==> src/hdl/ewsm_pkg.sv <==
// Package of the encoder window speed meter: widths, codes, scaling constants
// and the command and status structs between controller and datapath. No dependencies.
package ewsm_pkg;

  localparam int TOTAL_WIDTH = 32;
  localparam int CMD_W       = 2;
  localparam int WIN_W       = 10;
  localparam int PPR_W       = 16;
  localparam int CNT_W       = 10;
  localparam int PULSE_W     = 9;
  localparam int RATE_W      = 10;
  localparam int RPM_W       = 16;
  localparam int CFG_ADDR_W  = 1;
  localparam int CFG_DATA_W  = 16;
  localparam int S_TDATA_W   = 8;
  localparam int M_FIELDS_W  = TOTAL_WIDTH + PULSE_W + RATE_W + RPM_W;
  localparam int M_TDATA_W   = ((M_FIELDS_W + 7) / 8) * 8;

  localparam int DIV_N_W     = 20;
  localparam int DIV_D_W     = 16;
  localparam int DIV_CNT_W   = $clog2(DIV_N_W);

  localparam int RATE_SCALE  = 1000;
  localparam int RPM_SCALE   = 60;

  localparam logic [WIN_W-1:0] MAX_WINDOW    = WIN_W'(1000);
  localparam logic [WIN_W-1:0] MIN_WINDOW    = WIN_W'(1);
  localparam logic [WIN_W-1:0] WINDOW_RESET  = WIN_W'(100);
  localparam logic [PPR_W-1:0] PPR_RESET     = '0;
  localparam logic [PULSE_W-1:0] PULSE_SAT   = '1;

  localparam logic [CMD_W-1:0] CMD_TICK  = 2'd0;
  localparam logic [CMD_W-1:0] CMD_CLEAR = 2'd1;
  localparam logic [CMD_W-1:0] CMD_INIT  = 2'd2;

  localparam logic [CFG_ADDR_W-1:0] CFG_WINDOW_TICKS   = 1'b0;
  localparam logic [CFG_ADDR_W-1:0] CFG_PULSES_PER_REV = 1'b1;

  typedef struct packed {
    logic capture;
    logic update;
    logic div_start;
    logic div_rpm;
    logic load_rate;
    logic load_rpm;
    logic emit;
  } dp_cmd_t;

  typedef struct packed {
    logic window_closed;
    logic div_done;
    logic out_free;
  } dp_status_t;

endpackage

==> src/hdl/ewsm_div.sv <==
// Restoring divider of the encoder window speed meter, one quotient bit per cycle.
// Depends on ewsm_pkg.
module ewsm_div import ewsm_pkg::*; (
  input  logic               clk,
  input  logic               rst,
  input  logic               start,
  input  logic [DIV_N_W-1:0] dividend,
  input  logic [DIV_D_W-1:0] divisor,
  output logic               done,
  output logic [DIV_N_W-1:0] quotient
);

  localparam logic [DIV_CNT_W-1:0] LAST_STEP = DIV_CNT_W'(DIV_N_W - 1);

  logic                 busy;
  logic [DIV_CNT_W-1:0] step_cnt;
  logic [DIV_N_W-1:0]   quo;
  logic [DIV_D_W:0]     rem;
  logic [DIV_D_W-1:0]   dsr;
  logic [DIV_D_W:0]     rem_shift;
  logic [DIV_D_W:0]     rem_sub;
  logic                 fits;

  assign rem_shift = {rem[DIV_D_W-1:0], quo[DIV_N_W-1]};
  assign fits      = rem_shift >= {1'b0, dsr};
  assign rem_sub   = rem_shift - {1'b0, dsr};
  assign quotient  = quo;

  always_ff @(posedge clk) begin
    if (rst) begin
      busy     <= 1'b0;
      done     <= 1'b0;
      step_cnt <= '0;
    end else begin
      done <= busy && (step_cnt == LAST_STEP);
      if (start) begin
        busy     <= 1'b1;
        step_cnt <= '0;
      end else if (busy) begin
        step_cnt <= step_cnt + DIV_CNT_W'(1);
        if (step_cnt == LAST_STEP) begin
          busy <= 1'b0;
        end
      end
    end
  end

  always_ff @(posedge clk) begin
    if (start) begin
      quo <= dividend;
      rem <= '0;
      dsr <= divisor;
    end else if (busy) begin
      rem <= fits ? rem_sub : rem_shift;
      quo <= {quo[DIV_N_W-2:0], fits};
    end
  end

endmodule

==> src/hdl/ewsm_datapath.sv <==
// Datapath of the encoder window speed meter: configuration, edge and window
// counters, rate and rpm registers, divider operand selection and output register.
// Depends on ewsm_pkg and ewsm_div.
module ewsm_datapath import ewsm_pkg::*; (
  input  logic                  clk,
  input  logic                  rst,
  input  dp_cmd_t               cmd,
  output dp_status_t            status,
  input  logic [CMD_W-1:0]      in_command,
  input  logic                  in_level,
  input  logic                  cfg_we,
  input  logic [CFG_ADDR_W-1:0] cfg_addr,
  input  logic [CFG_DATA_W-1:0] cfg_wdata,
  output logic                  m_tvalid,
  input  logic                  m_tready,
  output logic [M_TDATA_W-1:0]  m_tdata,
  output logic                  m_tlast
);

  logic [WIN_W-1:0]       window_ticks;
  logic [PPR_W-1:0]       pulses_per_rev;
  logic [CMD_W-1:0]       cmd_q;
  logic                   level_q;
  logic                   prev_level;
  logic [TOTAL_WIDTH-1:0] total;
  logic [CNT_W-1:0]       rising;
  logic [CNT_W-1:0]       falling;
  logic [CNT_W-1:0]       elapsed;
  logic [RATE_W-1:0]      rate;
  logic                   window_closed;
  logic [CNT_W-1:0]       hold_max;
  logic [CNT_W-1:0]       hold_elapsed;
  logic [RPM_W-1:0]       rpm;

  logic [WIN_W-1:0]       win_eff;
  logic                   edge_seen;
  logic [CNT_W-1:0]       rising_inc;
  logic [CNT_W-1:0]       falling_inc;
  logic [CNT_W-1:0]       elapsed_inc;
  logic [CNT_W-1:0]       max_inc;
  logic                   closing;
  logic [CNT_W-1:0]       cur_max;
  logic [PULSE_W-1:0]     pulses_sat;
  logic [DIV_N_W-1:0]     rate_num;
  logic [RPM_W-1:0]       rpm_num;
  logic [DIV_N_W-1:0]     div_dividend;
  logic [DIV_D_W-1:0]     div_divisor;
  logic                   div_done;
  logic [DIV_N_W-1:0]     div_quotient;

  always_comb begin
    priority if (window_ticks == '0) begin
      win_eff = MIN_WINDOW;
    end else if (window_ticks > MAX_WINDOW) begin
      win_eff = MAX_WINDOW;
    end else begin
      win_eff = window_ticks;
    end
  end

  assign edge_seen   = level_q != prev_level;
  assign rising_inc  = rising + CNT_W'(edge_seen & level_q);
  assign falling_inc = falling + CNT_W'(edge_seen & ~level_q);
  assign elapsed_inc = elapsed + CNT_W'(1);
  assign max_inc     = (rising_inc >= falling_inc) ? rising_inc : falling_inc;
  assign closing     = elapsed_inc >= CNT_W'(win_eff);
  assign cur_max     = (rising >= falling) ? rising : falling;
  assign pulses_sat  = (cur_max > CNT_W'(PULSE_SAT)) ? PULSE_SAT : cur_max[PULSE_W-1:0];

  assign rate_num     = DIV_N_W'(hold_max) * DIV_N_W'(RATE_SCALE);
  assign rpm_num      = RPM_W'(rate) * RPM_W'(RPM_SCALE);
  assign div_dividend = cmd.div_rpm ? DIV_N_W'(rpm_num) : rate_num;
  assign div_divisor  = cmd.div_rpm ? pulses_per_rev : DIV_D_W'(hold_elapsed);

  ewsm_div u_div (
    .clk      (clk),
    .rst      (rst),
    .start    (cmd.div_start),
    .dividend (div_dividend),
    .divisor  (div_divisor),
    .done     (div_done),
    .quotient (div_quotient)
  );

  assign status.window_closed = window_closed;
  assign status.div_done      = div_done;
  assign status.out_free      = !m_tvalid || m_tready;

  always_ff @(posedge clk) begin
    if (rst) begin
      window_ticks   <= WINDOW_RESET;
      pulses_per_rev <= PPR_RESET;
      prev_level     <= 1'b0;
      total          <= '0;
      rising         <= '0;
      falling        <= '0;
      elapsed        <= '0;
      rate           <= '0;
      window_closed  <= 1'b0;
      m_tvalid       <= 1'b0;
    end else begin
      if (cfg_we) begin
        unique case (cfg_addr)
          CFG_WINDOW_TICKS:   window_ticks   <= cfg_wdata[WIN_W-1:0];
          CFG_PULSES_PER_REV: pulses_per_rev <= cfg_wdata[PPR_W-1:0];
          default: ;
        endcase
      end
      if (cmd.update) begin
        window_closed <= 1'b0;
        unique case (cmd_q)
          CMD_TICK: begin
            prev_level <= level_q;
            total      <= total + TOTAL_WIDTH'(edge_seen);
            if (closing) begin
              rising        <= '0;
              falling       <= '0;
              elapsed       <= '0;
              window_closed <= 1'b1;
            end else begin
              rising  <= rising_inc;
              falling <= falling_inc;
              elapsed <= elapsed_inc;
            end
          end
          CMD_CLEAR, CMD_INIT: begin
            total   <= '0;
            rising  <= '0;
            falling <= '0;
            elapsed <= '0;
            rate    <= '0;
            if (cmd_q == CMD_INIT) begin
              prev_level <= level_q;
            end
          end
          default: ;
        endcase
      end
      if (cmd.load_rate) begin
        rate <= div_quotient[RATE_W-1:0];
      end
      if (cmd.emit) begin
        m_tvalid <= 1'b1;
      end else if (m_tready) begin
        m_tvalid <= 1'b0;
      end
    end
  end

  always_ff @(posedge clk) begin
    if (cmd.capture) begin
      cmd_q   <= in_command;
      level_q <= in_level;
    end
    if (cmd.update) begin
      hold_max     <= max_inc;
      hold_elapsed <= elapsed_inc;
    end
    if (cmd.load_rpm) begin
      rpm <= (pulses_per_rev == '0) ? '0 : div_quotient[RPM_W-1:0];
    end
    if (cmd.emit) begin
      m_tdata <= {(M_TDATA_W - M_FIELDS_W)'(0), rpm, rate, pulses_sat, total};
      m_tlast <= window_closed;
    end
  end

endmodule

==> src/hdl/ewsm_ctrl.sv <==
// Controller of the encoder window speed meter: sequences capture, count update,
// the rate division when a window closes, the rpm division and the output load. Depends on ewsm_pkg.
module ewsm_ctrl import ewsm_pkg::*; (
  input  logic       clk,
  input  logic       rst,
  input  logic       s_tvalid,
  output logic       s_tready,
  input  dp_status_t status,
  output dp_cmd_t    cmd
);

  typedef enum logic [6:0] {
    S_IDLE      = 7'b0000001,
    S_UPDATE    = 7'b0000010,
    S_RATE_GO   = 7'b0000100,
    S_RATE_WAIT = 7'b0001000,
    S_RPM_GO    = 7'b0010000,
    S_RPM_WAIT  = 7'b0100000,
    S_EMIT      = 7'b1000000
  } state_t;

  state_t state;
  state_t state_next;

  assign s_tready = state == S_IDLE;

  always_comb begin
    state_next = state;
    cmd        = '0;
    unique case (state)
      S_IDLE: begin
        if (s_tvalid) begin
          cmd.capture = 1'b1;
          state_next  = S_UPDATE;
        end
      end
      S_UPDATE: begin
        cmd.update = 1'b1;
        state_next = S_RATE_GO;
      end
      S_RATE_GO: begin
        if (status.window_closed) begin
          cmd.div_start = 1'b1;
          state_next    = S_RATE_WAIT;
        end else begin
          state_next = S_RPM_GO;
        end
      end
      S_RATE_WAIT: begin
        if (status.div_done) begin
          cmd.load_rate = 1'b1;
          state_next    = S_RPM_GO;
        end
      end
      S_RPM_GO: begin
        cmd.div_start = 1'b1;
        cmd.div_rpm   = 1'b1;
        state_next    = S_RPM_WAIT;
      end
      S_RPM_WAIT: begin
        cmd.div_rpm = 1'b1;
        if (status.div_done) begin
          cmd.load_rpm = 1'b1;
          state_next   = S_EMIT;
        end
      end
      S_EMIT: begin
        if (status.out_free) begin
          cmd.emit   = 1'b1;
          state_next = S_IDLE;
        end
      end
      default: state_next = S_IDLE;
    endcase
  end

  always_ff @(posedge clk) begin
    if (rst) begin
      state <= S_IDLE;
    end else begin
      state <= state_next;
    end
  end

endmodule

==> src/hdl/encoder_window_speed_meter.sv <==
// Top level of the encoder window speed meter: joins controller and datapath.
// Depends on ewsm_pkg, ewsm_ctrl and ewsm_datapath.
//
// Channel   Direction  Contents
// s_*       in         tuser: command; tdata: level_a in bit 0
// m_*       out        tdata: total, window pulses, pulse rate, shaft rpm; tlast: window done
// cfg_*     in         write of window_ticks (index 0) or pulses_per_rev (index 1)
//
// An item occupies the block until its result is loaded into the output register.
// The shared 20-step divider runs for rate when the item closes a window, then always for rpm.
// The next item is taken while the previous result waits in the output register.
// Reset is synchronous and clears all counters; no clearing pass is needed.
module encoder_window_speed_meter import ewsm_pkg::*; (
  input  logic                  clk,
  input  logic                  rst,
  input  logic                  s_tvalid,
  output logic                  s_tready,
  input  logic [S_TDATA_W-1:0]  s_tdata,   // [0] level_a, rest zero
  input  logic [CMD_W-1:0]      s_tuser,   // [1:0] command
  output logic                  m_tvalid,
  input  logic                  m_tready,
  output logic [M_TDATA_W-1:0]  m_tdata,   // [31:0] total, [40:32] pulses, [50:41] rate,
                                           // [66:51] rpm, rest zero
  output logic                  m_tlast,   // window done
  input  logic                  cfg_we,
  input  logic [CFG_ADDR_W-1:0] cfg_addr,
  input  logic [CFG_DATA_W-1:0] cfg_wdata
);

  dp_cmd_t    cmd;
  dp_status_t status;

  ewsm_ctrl u_ctrl (
    .clk      (clk),
    .rst      (rst),
    .s_tvalid (s_tvalid),
    .s_tready (s_tready),
    .status   (status),
    .cmd      (cmd)
  );

  ewsm_datapath u_dp (
    .clk        (clk),
    .rst        (rst),
    .cmd        (cmd),
    .status     (status),
    .in_command (s_tuser),
    .in_level   (s_tdata[0]),
    .cfg_we     (cfg_we),
    .cfg_addr   (cfg_addr),
    .cfg_wdata  (cfg_wdata),
    .m_tvalid   (m_tvalid),
    .m_tready   (m_tready),
    .m_tdata    (m_tdata),
    .m_tlast    (m_tlast)
  );

endmodule

==> config.mk <==
export PLATFORM = sky130hd
export DESIGN_NAME = encoder_window_speed_meter
export DESIGN_NICKNAME = d
export VERILOG_FILES = /design/src/hdl/ewsm_pkg.sv /design/src/hdl/ewsm_div.sv /design/src/hdl/ewsm_datapath.sv /design/src/hdl/ewsm_ctrl.sv /design/src/hdl/encoder_window_speed_meter.sv
export SDC_FILE = /design/constraint.sdc
export NUM_CORES = 1
export LEC_CHECK = 0
export BUFFER_PORTS_ARGS = -buffer_cell sky130_fd_sc_hd__buf_2
export CAP_MARGIN = 40
export CORE_ASPECT_RATIO = 0.7
export CORE_UTILIZATION = 55
export DETAILED_ROUTE_END_ITERATION = 16
export PLACE_DENSITY_LB_ADDON = 0.05
export SKIP_CTS_REPAIR_TIMING = 1
export SYNTH_ARGS = -nofsm -noshare
export SYNTH_HDL_FRONTEND = slang
export SYNTH_HIERARCHICAL = 1
export SYNTH_SLANG_ARGS = --single-unit
==> constraint.sdc <==
create_clock -name clk -period 15.69 [get_ports clk]
set_clock_uncertainty 0.05 [all_clocks]
set_input_delay 1.569 -clock clk [delete_from_list [all_inputs] [get_ports clk]]
set_output_delay 1.569 -clock clk [all_outputs]
set_load 0.02 [all_outputs]
* Yosys cells after proc, flatten, opt, wreduce, memory -nomap -nowiden
Cells that the tools add are included.
** Word-level totals
- Register bits after elaboration :: 274
- Input port bits :: 32
- Word-level logic and storage cells :: 125
** Cells by class
- Add/subtract/negate cells :: 6
- $mul :: 2
- $lt $le $gt $ge :: 6
- Eq/ne operators :: 16
- Muxes and demuxes :: 45
- Bitwise gates (word level) :: 4
- Reduce and logical (&&, ||, !) cells :: 20
** Operator list (number)
- 10-bit 2-to-1 mux :: 11
- 32-bit case mux with 2 select lines :: 1
- 20-bit 2-to-1 mux :: 3
- 10-bit case mux with 2 select lines :: 3
- 7-bit case mux with 7 select lines :: 1
- 32-bit by 1-bit adder with 32-bit output :: 1
- 10-bit >= comparator :: 3
- 7-bit 2-to-1 mux :: 4
- 10-bit adder :: 2
- 1-bit 2-to-1 mux :: 18
- 17-bit by 16-bit >= comparator with 1-bit output :: 1
- 10-bit by 7-bit multiplier with 17-bit output, second input constant :: 1
- 16-bit zero test :: 1
- 16-bit 2-to-1 mux :: 1
- 16-bit subtractor :: 1
- 10-bit by 4-bit multiplier with 14-bit output, second input constant :: 1
- 10-bit by 1-bit adder with 10-bit output, second input constant :: 1
- 1-bit by 10-bit bitwise AND with 10-bit output :: 1
- 10-bit > comparator, second input constant :: 1
- 10-bit by 9-bit > comparator with 1-bit output, second input constant :: 1
- 10-bit zero test :: 1
- 1-bit inverter with 10-bit output :: 1
- 2-bit nonzero test :: 5
- 2-bit AND reduction :: 4
- other kinds (25) :: 31

* Depth between registers and ports, before layout
- Word-level depth :: 6
- Gate-level depth with buffers :: 15
- Depth with buffers taken out :: 15

* Modules after synthesis
The synthesis kept the hierarchy.
** By module, submodules not included
- ewsm_datapath :: times used 1, cells each 1098, area each 11683.7 sq um, seq. area each 5235.0 sq um
- ewsm_div :: times used 1, cells each 326, area each 3409.5 sq um, seq. area each 1541.5 sq um
- ewsm_ctrl :: times used 1, cells each 54, area each 456.7 sq um, seq. area each 140.1 sq um

* Least setup slack after synthesis
Ideal clock, no wire load.
- Path kind :: input port to flip-flop
- From :: input m_tready
- To :: register u_dp.m_tdata[0] (enable)
- Library setup time :: 0.580 ns
- Data arrival time :: 6.407 ns
- Data required time :: 15.060 ns
- Path slack :: 8.653 ns
- Stages :: 3
- Buffers on the path :: 0
- Cells stage by stage :: nand2b_1 > nand2_1 > nor3_1
** RTL lines
- start: declaration :: RTL line encoder_window_speed_meter.sv:21 : input logic m_tready,
- end signal: assignment :: RTL line ewsm_datapath.sv:163 : m_tdata <= {(M_TDATA_W - M_FIELDS_W)'(0), rpm, rate, pulses_sat, total};
- end: declaration :: RTL line ewsm_datapath.sv:16 : output logic [M_TDATA_W-1:0] m_tdata,

* Worst setup path in the final report
- From :: register u_dp.hold_max[5]
- To :: register u_dp.u_div.quo[15] (netlist: u_dp/u_div/quotient[15]), data pin
** Between the ends
- Cells in the longest elaborated chain, start to end :: 3
** RTL lines
- start: declaration :: RTL line ewsm_datapath.sv:31 : logic [CNT_W-1:0] hold_max;
- start signal: assignment :: RTL line ewsm_datapath.sv:156 : hold_max <= max_inc;
- 10-bit by 7-bit multiplier with 17-bit output :: RTL line ewsm_datapath.sv:70 : assign rate_num = DIV_N_W'(hold_max) * DIV_N_W'(RATE_SCALE);
- 20-bit 2-to-1 mux :: RTL line ewsm_datapath.sv:72 : assign div_dividend = cmd.div_rpm ? DIV_N_W'(rpm_num) : rate_num;
- net u_dp.div_dividend[15] :: RTL line ewsm_datapath.sv:46 : logic [DIV_N_W-1:0] div_dividend;
- 20-bit 2-to-1 mux :: RTL line ewsm_div.sv:49 : if (start) begin
- end signal: assignment :: RTL line ewsm_div.sv:50 : quo <= dividend;
- end signal: assignment :: RTL line ewsm_div.sv:55 : quo <= {quo[DIV_N_W-2:0], fits};
- end: declaration :: RTL line ewsm_div.sv:17 : logic [DIV_N_W-1:0] quo;
The timed path passes the listed nets, and every way through them passes these cells.
A chain may end at the register's enable or synchronous reset.

==> impl_metrics.ini <==
[outcome]
status = finished clean

[placed_design]
place_inst = 1903
placement.io_buffers = 94
gp_congestion = 0.877
hpwl_um = 23500

[critical_path]
critPathKind = reg2reg
rr_worst_depth = 14
crit_arrival_ns = 5.36
crit_path_start_kind = flip-flop
cp_max_fo = 4
worstPathRequired_ns = 15.93
cp-end-kind = flip-flop

[route]
ant_nets = 0
wire_per_inst_um = 16.6
vias_per_cell = 5.59
drtIter0Drc = 785
wl_um = 32600
vias = 10934
first_pass_iters = 5
drc = 0

[min_path]
holdPathStages = 0
hold_path.class = reg2reg

[synthesis]
synth_area_leaders = edfxtp_1, dfxtp_1, ha_1
yosysSeqAreaShare_pct = 44.5
syn_area_per_cell_um2 = 10.5
async_reset_ff_share_pct = 0
synth_cell_types = 90
post-synth-top-count-cell = edfxtp_1
syn-cell-area_mm2 = 0.0155
synth_common_cells = edfxtp_1, dfxtp_1, nand2_1, inv_1, ha_1
synth_top_cell_by_area = edfxtp_1
synthFlopType = edfxtp_1
synth-seq-cells = 274
synth-warning-count = 6
syn_inst = 1478
synth_edf_count = 143
synth.top_cell.area_share_pct = 27.6

[final_layout]
syn_to_final_growth_pct = 11.7
drive_gt1_share_pct = 13.9
n_fill_cell = 2305
fin_cells = 1956
regArea_mm2 = 0.00692
n_antenna_cell = 0
fin_nets = 1760
multi_input_area_mm2 = 0.00795

[sta]
slew_headroom_pct = 22.8
setup-violations-final = 0
fin_crit_ns = 5.12
setup_tns_ns = 0
final_hold_viol_count = 0
max_freq_ghz = 0.195
min_period_over_period_pct = 32.6
slew_viol_final = 0
worst_pin_slew_ns = 1.16
rsz0062_at_grt = no

[power]
power.density_mw_per_mm2 = 99.9
irDropWorstVdd_mv = 0.0796
p_leak_nw = 7.03

[floorplanning]
die_h_um = 143
initial_core_util_pct = 55.9
rows = 51
fp.dieW_um = 203
core-area_mm2 = 0.0278
die_area_mm2 = 0.0290
ios = 107

[global_routing]
antenna_found_initial = 0
grtUsageTotal_pct = 22.8
grt_overflow_total = 0
grt_pass1_wl_um = 53500
grt_max_degree = 68
first_global_vias = 10323

[cts]
clock-sinks = 274
cts_tree = built
numCtsBuffers = 28
htreeDepth = 1
cts_root_buf = clkbuf_16
clock_latency_ns = 0.55
clk_pin_slew_ns = 0.06
clock_path_buffers = 3

[flow_run]
maxCapViolCount = 0
## final timing paths
path                             endpoint        startpoint  slack, ns
setup / recovery  u_dp/u_div/quotient[15]  u_dp/hold_max[5]      10.57
hold / removal           u_dp/m_tdata[60]       u_dp/rpm[9]       0.37
setup reg to reg  u_dp/u_div/quotient[15]  u_dp/hold_max[5]      10.57
hold reg to reg          u_dp/m_tdata[60]       u_dp/rpm[9]       0.37
## where the power goes
group          leakage [nW]  total (W)  internal, W  switching, W
clock network         0.479   0.000700     0.000412      0.000288
logic                  4.20   0.000261     0.000112      0.000149
registers              2.35   0.000775     0.000762     0.0000123
total                  7.03    0.00174      0.00129      0.000450
## cells in the final DEF, fill, tap and decap left out, types with 18 or more instances in the layout
cell type,count
edfxtp_1,143
dfxtp_1,131
nand2_1,122
inv_1,120
ha_1,118
nor2_1,101
buf_2,94
a21oi_1,82
xnor2_1,49
fa_1,47
o21ai_0,42
xor2_1,40
nand3_1,40
mux2_2,34
clkbuf_16,29
and2_1,29
and3_1,22
a21o_1,19
nor3_1,18
mux2i_1,18
## per-stage QoR
stage | setup WS, ns | utilization, % | total power [W] | hold WS (ns) | cell area [µm²]
floorplan | 8.65 | - | 0.000991 | 0.350 | 15600
global placement | 10.68 | 58.7 | 0.00104 | 0.351 | 16300
detailed placement | 10.64 | 58.9 | 0.00105 | 0.356 | 16400
CTS | 10.60 | 62.4 | 0.00175 | 0.372 | 17400
global route | 10.40 | 62.5 | 0.00182 | 0.373 | 17400
finish | 10.57 | 62.5 | 0.00174 | 0.369 | 17400
## worst max-delay path, cell delays in order (launching register included)
cell and delay, ns:
edfxtp_1 0.42, inv_1 0.25, fa_1 0.51, fa_1 0.56
fa_1 0.44, fa_1 0.52, inv_1 0.04, ha_1 0.33
o21a_1 0.20, o21ai_0 0.31, and2b_1 0.24, nor3_1 0.06
or3b_1 0.38, a211o_1 0.27, mux2_2 0.26
## cell type report
| class | instances | share of cell area, % |
|---|---|---|
| multi-input cells | 1030 | 45.7 |
| flip-flops and latches | 274 | 39.8 |
| clock buffers | 32 | 4.30 |
| repair buffers | 109 | 3.56 |
| well taps | 371 | 2.67 |
| inverters | 120 | 2.59 |
| clock inverters | 20 | 1.35 |
## logic make-up (layout without fill, tap and decap cells)
family / after synthesis / in the layout / share of synthesized area (%)
simple gates: 434 / 434 / 14.2
xor+xnor: 89 / 89 / 5.01
flops: 274 / 274 / 44.5
other cells: 1 / 7 / 0.0241
compound gates: 283 / 283 / 12.3
buf+inv: 180 / 281 / 4.79
fa+ha+maj: 165 / 165 / 15.5
mux: 52 / 52 / 3.62
## flip-flops by register name (all words and copies together) (netlist names), 16 cells and up
signal	count
u_dp/m_tdata	67
u_dp/pulses_per_rev	16
u_dp/rpm	16
u_dp/u_div/quotient	20
u_dp/u_div/dsr	16
u_dp/total	32
u_dp/u_div/rem	16
## routing by layer
metal	share of wire, %	global-route usage [%]	routed length (µm)
met2	41	32.9	13300
met5	0	0	0
met4	1.4	4.19	458
met3	4.5	2.69	1460
met1	53	36.6	17300
(Power assumes the default switching activity.)
